File: src/design/kbm_pkg.sv
package kbm_pkg;

  localparam int KW_TABLE_SIZE = 41;
  localparam int KEYWORD_COUNT = 41;
  localparam int KW_SCAN = (KEYWORD_COUNT < KW_TABLE_SIZE) ? KEYWORD_COUNT : KW_TABLE_SIZE;
  localparam int KW_MAX_LEN = 9;
  localparam int KW_IDX_W = 6;
  localparam logic [KW_IDX_W-1:0] KW_IDX_NONE = '1;
  localparam int QUEUE_DEPTH = 2;

  localparam logic [7:0] CHAR_UPPER_A = 8'h41;
  localparam logic [7:0] CHAR_UPPER_Z = 8'h5a;
  localparam logic [7:0] CASE_OFFSET = 8'h20;

  typedef logic [8*KW_MAX_LEN-1:0] kw_text_t;

  // Each keyword sits right-justified: byte 0 is its final character, byte j the
  // character j places before it.
  localparam kw_text_t KW_TEXT [KW_TABLE_SIZE] = '{
    72'h68747470,
    72'h636f6d,
    72'h6e6574,
    72'h6f7267,
    72'h7275,
    72'h6e6f2d6970,
    72'h777777,
    72'h62697a,
    72'h7375,
    72'h636b,
    72'h7561,
    72'h7773,
    72'h2e696e666f,
    72'h2e6c74,
    72'h2e7a6170746f,
    72'h2d776f77,
    72'h776f772d,
    72'h776f77636972636c65,
    72'h776f77636972636c65,
    72'h75776f77,
    72'h697365_6e67617264,
    72'h73776f77,
    72'h616c646f72616e,
    72'h776f772d636f6f6c,
    72'h656c697465,
    72'h6d61676963,
    72'h6d6967,
    72'h7369727573,
    72'h636c6e,
    72'h656c677261636961,
    72'h7561776f77,
    72'h747572626f776f77,
    72'h73707a6f6e65,
    72'h66616b65776f77,
    72'h6261636b6b6f72,
    72'h6c657473776f77,
    72'h697a626f6f73686b61,
    72'h646561746873696465,
    72'h776172736f6e67,
    72'h726976657272697365,
    72'h726f6e646f72
  };

  localparam logic [3:0] KW_LEN [KW_TABLE_SIZE] = '{
    4'd4, 4'd3, 4'd3, 4'd3, 4'd2, 4'd5, 4'd3, 4'd3, 4'd2, 4'd2,
    4'd2, 4'd2, 4'd5, 4'd3, 4'd6, 4'd4, 4'd4, 4'd9, 4'd9, 4'd4,
    4'd8, 4'd4, 4'd7, 4'd8, 4'd5, 4'd5, 4'd3, 4'd5, 4'd3, 4'd8,
    4'd5, 4'd8, 4'd6, 4'd7, 4'd7, 4'd7, 4'd9, 4'd9, 4'd7, 4'd9,
    4'd6
  };

  typedef struct packed {
    logic                hit;
    logic [KW_IDX_W-1:0] kw_idx;
    logic                last;
    logic                exempt;
  } kbm_class_t;

endpackage

File: src/design/kbm_front.sv
module kbm_front
  import kbm_pkg::*;
#(
  parameter int MAX_KEYWORD_LEN = 9
) (
  input  logic       clk,
  input  logic       rst_n,
  input  logic       in_valid,
  input  logic       q_ready,
  input  logic [7:0] msg_byte,
  input  logic       last_byte,
  input  logic       sender_privileged,
  input  logic       addon_message,
  output logic       push,
  output kbm_class_t push_word
);

  localparam int WD = (MAX_KEYWORD_LEN - 1 < KW_MAX_LEN - 1) ?
                      (MAX_KEYWORD_LEN - 1) : (KW_MAX_LEN - 1);

  logic [7:0] window_r   [WD];
  logic [7:0] window_nxt [WD];
  logic [7:0] win_ext    [KW_MAX_LEN-1];
  logic [7:0] folded;
  logic [KW_SCAN-1:0] hit_vec;
  logic [KW_IDX_W-1:0] hit_idx;

  assign folded = (msg_byte >= CHAR_UPPER_A && msg_byte <= CHAR_UPPER_Z) ?
                  (msg_byte + CASE_OFFSET) : msg_byte;

  for (genvar gi = 0; gi < KW_MAX_LEN - 1; gi++) begin : g_win
    if (gi < WD) begin : g_live
      assign win_ext[gi] = window_r[gi];
    end else begin : g_zero
      assign win_ext[gi] = '0;
    end
  end

  always_comb begin
    for (int k = 0; k < KW_SCAN; k++) begin
      hit_vec[k] = (KW_LEN[k] != 4'd0) && (int'(KW_LEN[k]) <= MAX_KEYWORD_LEN) &&
                   (folded == KW_TEXT[k][7:0]);
      for (int j = 1; j < KW_MAX_LEN; j++) begin
        if (j < int'(KW_LEN[k]) && win_ext[j-1] != KW_TEXT[k][8*j +: 8]) begin
          hit_vec[k] = 1'b0;
        end
      end
    end
  end

  always_comb begin
    hit_idx = '0;
    for (int k = KW_SCAN - 1; k >= 0; k--) begin
      if (hit_vec[k]) begin
        hit_idx = KW_IDX_W'(k);
      end
    end
  end

  always_comb begin
    window_nxt[0] = folded;
    for (int i = 1; i < WD; i++) begin
      window_nxt[i] = window_r[i-1];
    end
    if (last_byte) begin
      for (int i = 0; i < WD; i++) begin
        window_nxt[i] = '0;
      end
    end
  end

  assign push = in_valid && q_ready;

  always_comb begin
    push_word.hit    = |hit_vec;
    push_word.kw_idx = hit_idx;
    push_word.last   = last_byte;
    push_word.exempt = sender_privileged | addon_message;
  end

  always_ff @(posedge clk) begin
    if (!rst_n) begin
      for (int i = 0; i < WD; i++) begin
        window_r[i] <= '0;
      end
    end else if (push) begin
      window_r <= window_nxt;
    end
  end

endmodule

File: src/design/kbm_queue.sv
module kbm_queue
  import kbm_pkg::*;
(
  input  logic       clk,
  input  logic       rst_n,
  input  logic       push,
  input  kbm_class_t push_word,
  output logic       q_ready,
  input  logic       pop,
  output logic       q_valid,
  output kbm_class_t q_word
);

  localparam int PW = (QUEUE_DEPTH > 1) ? $clog2(QUEUE_DEPTH) : 1;
  localparam int CW = $clog2(QUEUE_DEPTH + 1);

  kbm_class_t mem_r [QUEUE_DEPTH];
  logic [PW-1:0] wr_ptr_r, wr_ptr_nxt;
  logic [PW-1:0] rd_ptr_r, rd_ptr_nxt;
  logic [CW-1:0] count_r, count_nxt;

  assign q_ready = (count_r < CW'(QUEUE_DEPTH));
  assign q_valid = (count_r != '0);
  assign q_word  = mem_r[rd_ptr_r];

  always_comb begin
    wr_ptr_nxt = wr_ptr_r;
    rd_ptr_nxt = rd_ptr_r;
    count_nxt  = count_r;
    if (push) begin
      wr_ptr_nxt = (wr_ptr_r == PW'(QUEUE_DEPTH - 1)) ? '0 : wr_ptr_r + 1'b1;
    end
    if (pop) begin
      rd_ptr_nxt = (rd_ptr_r == PW'(QUEUE_DEPTH - 1)) ? '0 : rd_ptr_r + 1'b1;
    end
    if (push && !pop) begin
      count_nxt = count_r + 1'b1;
    end else if (pop && !push) begin
      count_nxt = count_r - 1'b1;
    end
  end

  always_ff @(posedge clk) begin
    if (!rst_n) begin
      wr_ptr_r <= '0;
      rd_ptr_r <= '0;
      count_r  <= '0;
    end else begin
      wr_ptr_r <= wr_ptr_nxt;
      rd_ptr_r <= rd_ptr_nxt;
      count_r  <= count_nxt;
    end
  end

  always_ff @(posedge clk) begin
    if (push) begin
      mem_r[wr_ptr_r] <= push_word;
    end
  end

  a_count_bound: assert property (@(posedge clk) disable iff (!rst_n)
    count_r <= CW'(QUEUE_DEPTH))
    else $error("queue count exceeds depth");

  a_count_grow: assert property (@(posedge clk) disable iff (!rst_n)
    (push && !pop) |=> count_r == $past(count_r) + 1'b1)
    else $error("queue count did not grow on push");

endmodule

File: src/design/kbm_back.sv
module kbm_back
  import kbm_pkg::*;
(
  input  logic                clk,
  input  logic                rst_n,
  input  logic                cfg_we,
  input  logic                cfg_wdata,
  input  logic                q_valid,
  input  kbm_class_t          q_word,
  output logic                pop,
  output logic                out_valid,
  input  logic                out_ready,
  output logic                out_blocked,
  output logic [KW_IDX_W-1:0] out_kw
);

  logic                filter_en_r;
  logic                seen_r, seen_nxt;
  logic [KW_IDX_W-1:0] best_r, best_nxt;
  logic                out_valid_r, out_valid_nxt;
  logic                out_blocked_r, out_blocked_nxt;
  logic [KW_IDX_W-1:0] out_kw_r, out_kw_nxt;
  logic                seen_cur;
  logic [KW_IDX_W-1:0] best_cur;

  // A word that closes a message needs the output register free or draining.
  assign pop = q_valid && (!q_word.last || !out_valid_r || out_ready);

  assign seen_cur = seen_r | q_word.hit;
  assign best_cur = (q_word.hit && q_word.kw_idx < best_r) ? q_word.kw_idx : best_r;

  always_comb begin
    seen_nxt        = seen_r;
    best_nxt        = best_r;
    out_valid_nxt   = out_valid_r && !out_ready;
    out_blocked_nxt = out_blocked_r;
    out_kw_nxt      = out_kw_r;
    if (pop) begin
      if (q_word.last) begin
        out_valid_nxt   = 1'b1;
        out_blocked_nxt = seen_cur && filter_en_r && !q_word.exempt;
        out_kw_nxt      = (seen_cur && filter_en_r && !q_word.exempt) ? best_cur : '0;
        seen_nxt        = 1'b0;
        best_nxt        = KW_IDX_NONE;
      end else begin
        seen_nxt = seen_cur;
        best_nxt = best_cur;
      end
    end
  end

  always_ff @(posedge clk) begin
    if (!rst_n) begin
      filter_en_r <= 1'b0;
      seen_r      <= 1'b0;
      best_r      <= KW_IDX_NONE;
      out_valid_r <= 1'b0;
    end else begin
      if (cfg_we) begin
        filter_en_r <= cfg_wdata;
      end
      seen_r      <= seen_nxt;
      best_r      <= best_nxt;
      out_valid_r <= out_valid_nxt;
    end
  end

  always_ff @(posedge clk) begin
    out_blocked_r <= out_blocked_nxt;
    out_kw_r      <= out_kw_nxt;
  end

  assign out_valid   = out_valid_r;
  assign out_blocked = out_blocked_r;
  assign out_kw      = out_kw_r;

  a_kw_zero: assert property (@(posedge clk) disable iff (!rst_n)
    (out_valid_r && !out_blocked_r) |-> out_kw_r == '0)
    else $error("keyword number set on a passed message");

  a_clear: assert property (@(posedge clk) disable iff (!rst_n)
    (pop && q_word.last) |=> (!seen_r && best_r == KW_IDX_NONE))
    else $error("match state not cleared after last word");

  a_enable: assert property (@(posedge clk) disable iff (!rst_n)
    (out_valid_r && out_blocked_r) |-> filter_en_r)
    else $error("message blocked while filtering is off");

endmodule

File: src/design/keyword_blacklist_matcher_top.sv
// The verdict for a message's last byte goes through the queue and then into the output
// register, which loads it when free or draining; it is held there until taken.
// Throughput: one byte per cycle while the queue has room; the keyword comparators all work on the window at once.
// A two-word queue between the classifier and the verdict stage absorbs output stalls.
// Reset (synchronous, rst_n low) clears the window, the match state, the queue and
// the output valid flag, and turns filtering off.
module keyword_blacklist_matcher_top
  import kbm_pkg::*;
#(
  parameter int MAX_KEYWORD_LEN = 9
) (
  input  logic       clk,
  input  logic       rst_n,
  input  logic       in_tvalid,
  output logic       in_tready,
  input  logic [7:0] in_tdata,   // [7:0] message_byte
  input  logic       in_tlast,   // last_byte
  input  logic [1:0] in_tuser,   // [0] sender_privileged, [1] addon_message
  output logic       out_tvalid,
  input  logic       out_tready,
  output logic [7:0] out_tdata,  // [0] blocked, [6:1] keyword_number, [7] zero
  input  logic       cfg_we,
  input  logic       cfg_wdata
);

  logic                push;
  kbm_class_t          push_word;
  logic                q_ready;
  logic                q_valid;
  kbm_class_t          q_word;
  logic                pop;
  logic                blocked;
  logic [KW_IDX_W-1:0] kw_num;

  kbm_front #(
    .MAX_KEYWORD_LEN(MAX_KEYWORD_LEN)
  ) u_front (
    .clk              (clk),
    .rst_n            (rst_n),
    .in_valid         (in_tvalid),
    .q_ready          (q_ready),
    .msg_byte         (in_tdata),
    .last_byte        (in_tlast),
    .sender_privileged(in_tuser[0]),
    .addon_message    (in_tuser[1]),
    .push             (push),
    .push_word        (push_word)
  );

  kbm_queue u_queue (
    .clk      (clk),
    .rst_n    (rst_n),
    .push     (push),
    .push_word(push_word),
    .q_ready  (q_ready),
    .pop      (pop),
    .q_valid  (q_valid),
    .q_word   (q_word)
  );

  kbm_back u_back (
    .clk        (clk),
    .rst_n      (rst_n),
    .cfg_we     (cfg_we),
    .cfg_wdata  (cfg_wdata),
    .q_valid    (q_valid),
    .q_word     (q_word),
    .pop        (pop),
    .out_valid  (out_tvalid),
    .out_ready  (out_tready),
    .out_blocked(blocked),
    .out_kw     (kw_num)
  );

  assign in_tready = q_ready;
  assign out_tdata = {1'b0, kw_num, blocked};

endmodule
File: config.mk
export PLATFORM = sky130hd
export DESIGN_NAME = keyword_blacklist_matcher_top
export DESIGN_NICKNAME = d
export VERILOG_FILES = /design/src/design/kbm_pkg.sv /design/src/design/kbm_front.sv /design/src/design/kbm_queue.sv /design/src/design/kbm_back.sv /design/src/design/keyword_blacklist_matcher_top.sv
export SDC_FILE = /design/constraint.sdc
export NUM_CORES = 1
export LEC_CHECK = 0
export BUFFER_PORTS_ARGS = -buffer_cell sky130_fd_sc_hd__buf_4
export CAP_MARGIN = 20
export CORE_MARGIN = 2
export CORE_UTILIZATION = 35
export CTS_CLUSTER_SIZE = 24
export DETAILED_ROUTE_END_ITERATION = 16
export HOLD_SLACK_MARGIN = 0.08
export PLACE_DENSITY = 0.51
export SLEW_MARGIN = 0
export SYNTH_ARGS = -nofsm -noshare
export SYNTH_HDL_FRONTEND = slang
export SYNTH_SLANG_ARGS = --single-unit
File: constraint.sdc
create_clock -name clk -period 2.9 [get_ports clk]
set_input_delay 0.58 -clock clk [delete_from_list [all_inputs] [get_ports clk]]
set_output_delay 0.58 -clock clk [all_outputs]
set_load 0.02 [all_outputs]
==> metrics.sh <==
PLACEDCELLCOUNT=1073
POSTSYNTHAREAPERCELL_UM2=8.47
SETUP_REPAIR_AFTER_GLOBAL_ROUTING_MISSED_ITS_MARGIN='false'
TOP_LEVEL_PINS=27
MAX_SLEW_MARGIN_VS_LIMIT_PCT=46.3
TIMING_WORST_SETUP_PATH_TYPE='flop to flop'
WORSTSKEWPAIRLATENCY_NS=0.35
REQ_TIME_CRIT_PATH_NS=3.01
CRITICAL_PATH.STARTPOINT_TYPE='flop'
CRITICAL_PATH_PEAK_FANOUT=3
DRT-VIAS-PER-INSTANCE=5.87
P_CLK_SHARE_PCT=32.5
POWER_PER_CELL_AREA_nW_PER_UM2=503
CTS-HOLD-FIX-BUFFERS=0
DRCVIOLATIONCOUNT=0
WIRE_LENGTH_OF_THE_FIRST_GLOBAL_ROUTING_PASS_MM=36.7
SW_FRAC_OF_TOTAL_PCT=31.4
SYN_AREA_UM2=6590
FINAL_PERIOD_MINUS_WORST_SETUP_SLACK_NS=2.89
CRITPATHMOSTFREQUENTCELL='sky130_fd_sc_hd__buf_4'
TRITONCTS_NUM_SINKS=103
WL_MM=23.9
ROUTABILITYCONGESTION=0.984
NUM_ANTENNA_CELLS=0
MAX_CAP_VIOLATIONS=0
MAXIMUM_CLOCK_FREQUENCY_GHz=0.346
GLOBALROUTEOVERFLOWTOTAL=0
CP_SLOWEST_CELL='sky130_fd_sc_hd__nor4bb_1'
CLK_TRANSITION_REPORTED_PATHS_NS=0.08
GROUTE.USAGE.OVERALL_PCT=24.3
PEAKVDDDROP_uV=394
TOP_LAYER_USED='met4'
FINAL_SETUP_VIOLATION_COUNT=0
PORT_BUFFERS=25
DETAIL_ROUTE.FIRST_PASS.ITERATIONS=5
NUMBER_OF_ANTENNA_VIOLATIONS_AT_THE_FIRST_CHECK_IN_GLOBAL_ROUTING=0
FIN_NETS=874
SEQ_POWER_SHARE_PCT=42.4
DETAILED_PLACE_HPWL_MM=18.6
YS_WARN_COUNT=0
DIE_AREA_UM2=19900
SYNTH_SEQ_AREA_SHARE_PCT=35.1
FIN_WORST_SKEW_NS=0.0140
ROW_COUNT=50
POSTSYNTHREGISTERBITS=103
P_SW_W=0.00124
DPL-INSTANCE-AREA_UM2=7550
POST_ROUTE_CELLS_DRIVE_ABOVE_1_SHARE_PCT=18.2
COMB_POWER_SHARE_PCT=25.1
INTERNAL-POWER_W=0.00272
GROWTH_OF_DESIGN_AREA_FROM_SYNTHESIS_TO_FINISH_PCT=19.5
CTS-ROOT-BUF='sky130_fd_sc_hd__clkbuf_16'
STATUS='finished clean'
ROUTEDWLPERCELL_UM=21.9
SYNTH_ENABLE_FLOP_CELLS=25
TIMING_MAX_TRANSITION_VIOLATIONS_FINAL=0
TIMING.SETUP.TNS_NS=0
OVERALL_DIE_WIDTH_UM=141
FINAL_HOLD_VIOLATION_COUNT=0
LEAKAGE_nW=2.70
YS_ASYNC_SR_FRACTION_PCT=0
FINAL_UTIL_PCT=42.4
INITIAL_CORE_UTIL_PCT=35.5
DELAY_OF_THE_SLOWEST_CRITICAL_PATH_STAGE_NS=0.49
CRITPATHCAPTURETYPE='flop'
YOSYSUNIQUECELLTYPES=71
TRITONCTS='done'
MOST_FREQUENT_STANDARD_CELL_IN_THE_LAYOUT_EXCLUDING_FILL_AND_TAP_CELLS='sky130_fd_sc_hd__buf_4'
DR_WL_MET3_MM=1.26
WORSTMARGINPINSLEW_NS=0.803
DRTITER0DRC=472
YOSYS_MOST_USED_DFF='sky130_fd_sc_hd__dfxtp_1'
CRITICAL_PATH_ARRIVAL_NS=3.00
STDCELL_AREA_UM2=7870
CLOCK_TREE.HTREE_LEVEL_COUNT=3
MAXIMUM_NUMBER_OF_PINS_ON_ONE_NET_BEFORE_GLOBAL_ROUTE_REPAIR=129
FINAL_CELLS=1089
CHIPHEIGHT_UM=141
MET2ROUTEDLENGTH_MM=10.8
ROUTE.LAYER.MET1.WL_MM=10.8
HOLD_PATH_CLASS='flop to flop'
POST-ROUTE-PERIOD-UTIL_PCT=99.7
CRITICAL_PATH.CELL_CHAIN='nor4bb_1, buf_4, nand4_1, buf_4, or3_1, nor3_1, buf_4, a211o_1, nor4bb_4, and2b_1'
FIRST_GLOBAL_VIAS=6196
DRT.ANTENNA.VIOLATING_NETS=0
CORE_UM2=18600
CTS_BUFFER_DEPTH=2
SYN-INSTANCE-COUNT=778
DETAILROUTE.VIA_COUNT=6393
LAYOUT.CELLS.MOST_COMMON_LIST='sky130_fd_sc_hd__buf_4 (114), sky130_fd_sc_hd__nor2b_1 (89), sky130_fd_sc_hd__dfxtp_1 (78), sky130_fd_sc_hd__a21oi_1 (69), sky130_fd_sc_hd__nor3b_1 (66)'
FINAL.HOLD.WORST_SLACK_NS=0.478
CTS_INSERTED_BUFFERS=9
POSTSYNTHNETCOUNT=802
final timing paths:
kind         slack (ns)                start  cells past startpoint                   to
max reg2reg       0.009  u_front.win_ext[16]                     10  u_queue.mem_r[1][7]
max               0.009  u_front.win_ext[16]                     10  u_queue.mem_r[1][7]
min                0.48     u_back.best_r[1]                      2     u_back.best_r[1]
min reg2reg        0.48     u_back.best_r[1]                      2     u_back.best_r[1]
metrics by stage:
stage	power, W	worst slack (ns)
2_1_floorplan	0.00240	0.275
3_3_place_gp	0.00268	-0.249
3_5_place_dp	0.00271	-0.201
4_1_cts	0.00402	0.0928
5_1_grt	0.00418	0.0306
6_report	0.00396	0.00892
kinds of logic (layout without fill, tap and decap cells):
logic type	Yosys count	in the layout	share of synthesized area, %
XOR/XNOR	3	3	0.399
adder cells (fa/ha/maj)	7	7	1.33
AO/OA/AOI/OAI	126	126	12.2
buffers and inverters	70	147	4.41
other	1	1	0.0569
flip-flops	103	103	35.1
multiplexers	16	16	2.56
AND/OR/NAND/NOR	452	452	44.0
worst max-delay path, delay by kind of cell (launching register included):
kind | cells | cell delay, ns
AND/OR/NAND/NOR | 6 | 1.50
flip-flops | 1 | 0.43
buffers and inverters | 3 | 0.57
AO/OA/AOI/OAI | 1 | 0.17
routing by layer:
layer / vias up / global-route usage (%)
li1: 3037 / -
met1: 3097 / 32.9
met2: 207 / 38.4
met3: 52 / 3.91
met4: 0 / 10.2
met5: - / 0
power groups by stage:
stage	sequential, W	combinational, W	clock, W
2_1_floorplan	0.00172	0.000688	0
3_3_place_gp	0.00171	0.000976	0
3_5_place_dp	0.00171	0.000992	0
4_1_cts	0.00168	0.00100	0.00134
5_1_grt	0.00169	0.00110	0.00139
6_report	0.00168	0.000993	0.00129
area by class of cell:
type                       count  area [um^2]
sequential                   103         2310
fill                        1884        10700
timing repair buffer         116          896
inverter                      15         56.3
multi-input combinational    605         4000
clock buffer                  11          253
tap                          234          293
clock inverter                 5         62.6
sequential cells by signal, indices dropped and copies added (netlist names), named ones only:
name,cells
u_back.out_valid,1
u_queue.wr_ptr_r,1
u_back.out_blocked,1
u_back.best_r,6
u_back.filter_en_r,1
u_front.win_ext,64
u_back.seen_r,1
u_back.out_kw,6
u_queue.mem_r,18
u_queue.count_r,2
u_queue.rd_ptr_r,1
cells in the mapped netlist, types with 10 or more instances:
library cell | n | share of area [%]
sky130_fd_sc_hd__nor2b_1 | 89 | 8.5
sky130_fd_sc_hd__dfxtp_1 | 78 | 24
sky130_fd_sc_hd__a21oi_1 | 69 | 5.2
sky130_fd_sc_hd__nor3b_1 | 66 | 7.5
sky130_fd_sc_hd__nand2_1 | 51 | 2.9
sky130_fd_sc_hd__nor2_1 | 39 | 2.2
sky130_fd_sc_hd__clkbuf_1 | 38 | 2.2
sky130_fd_sc_hd__nand4_1 | 37 | 3.5
sky130_fd_sc_hd__nor4_1 | 26 | 2.5
sky130_fd_sc_hd__edfxtp_1 | 25 | 11
sky130_fd_sc_hd__nand3_1 | 22 | 1.7
sky130_fd_sc_hd__inv_1 | 15 | 0.85
sky130_fd_sc_hd__nor3_1 | 15 | 1.1
sky130_fd_sc_hd__nand4b_1 | 13 | 1.7
sky130_fd_sc_hd__and4b_1 | 12 | 1.8
sky130_fd_sc_hd__nor4bb_1 | 12 | 1.8
sky130_fd_sc_hd__nand2b_1 | 11 | 1.0
sky130_fd_sc_hd__buf_2 | 10 | 0.76
timing repair:
action,4_1_cts,5_1_grt
setup endpoints to repair,0,2
gates resized for setup,0,1
buffers inserted,0,0
Power figures use the tool's default switching activity.
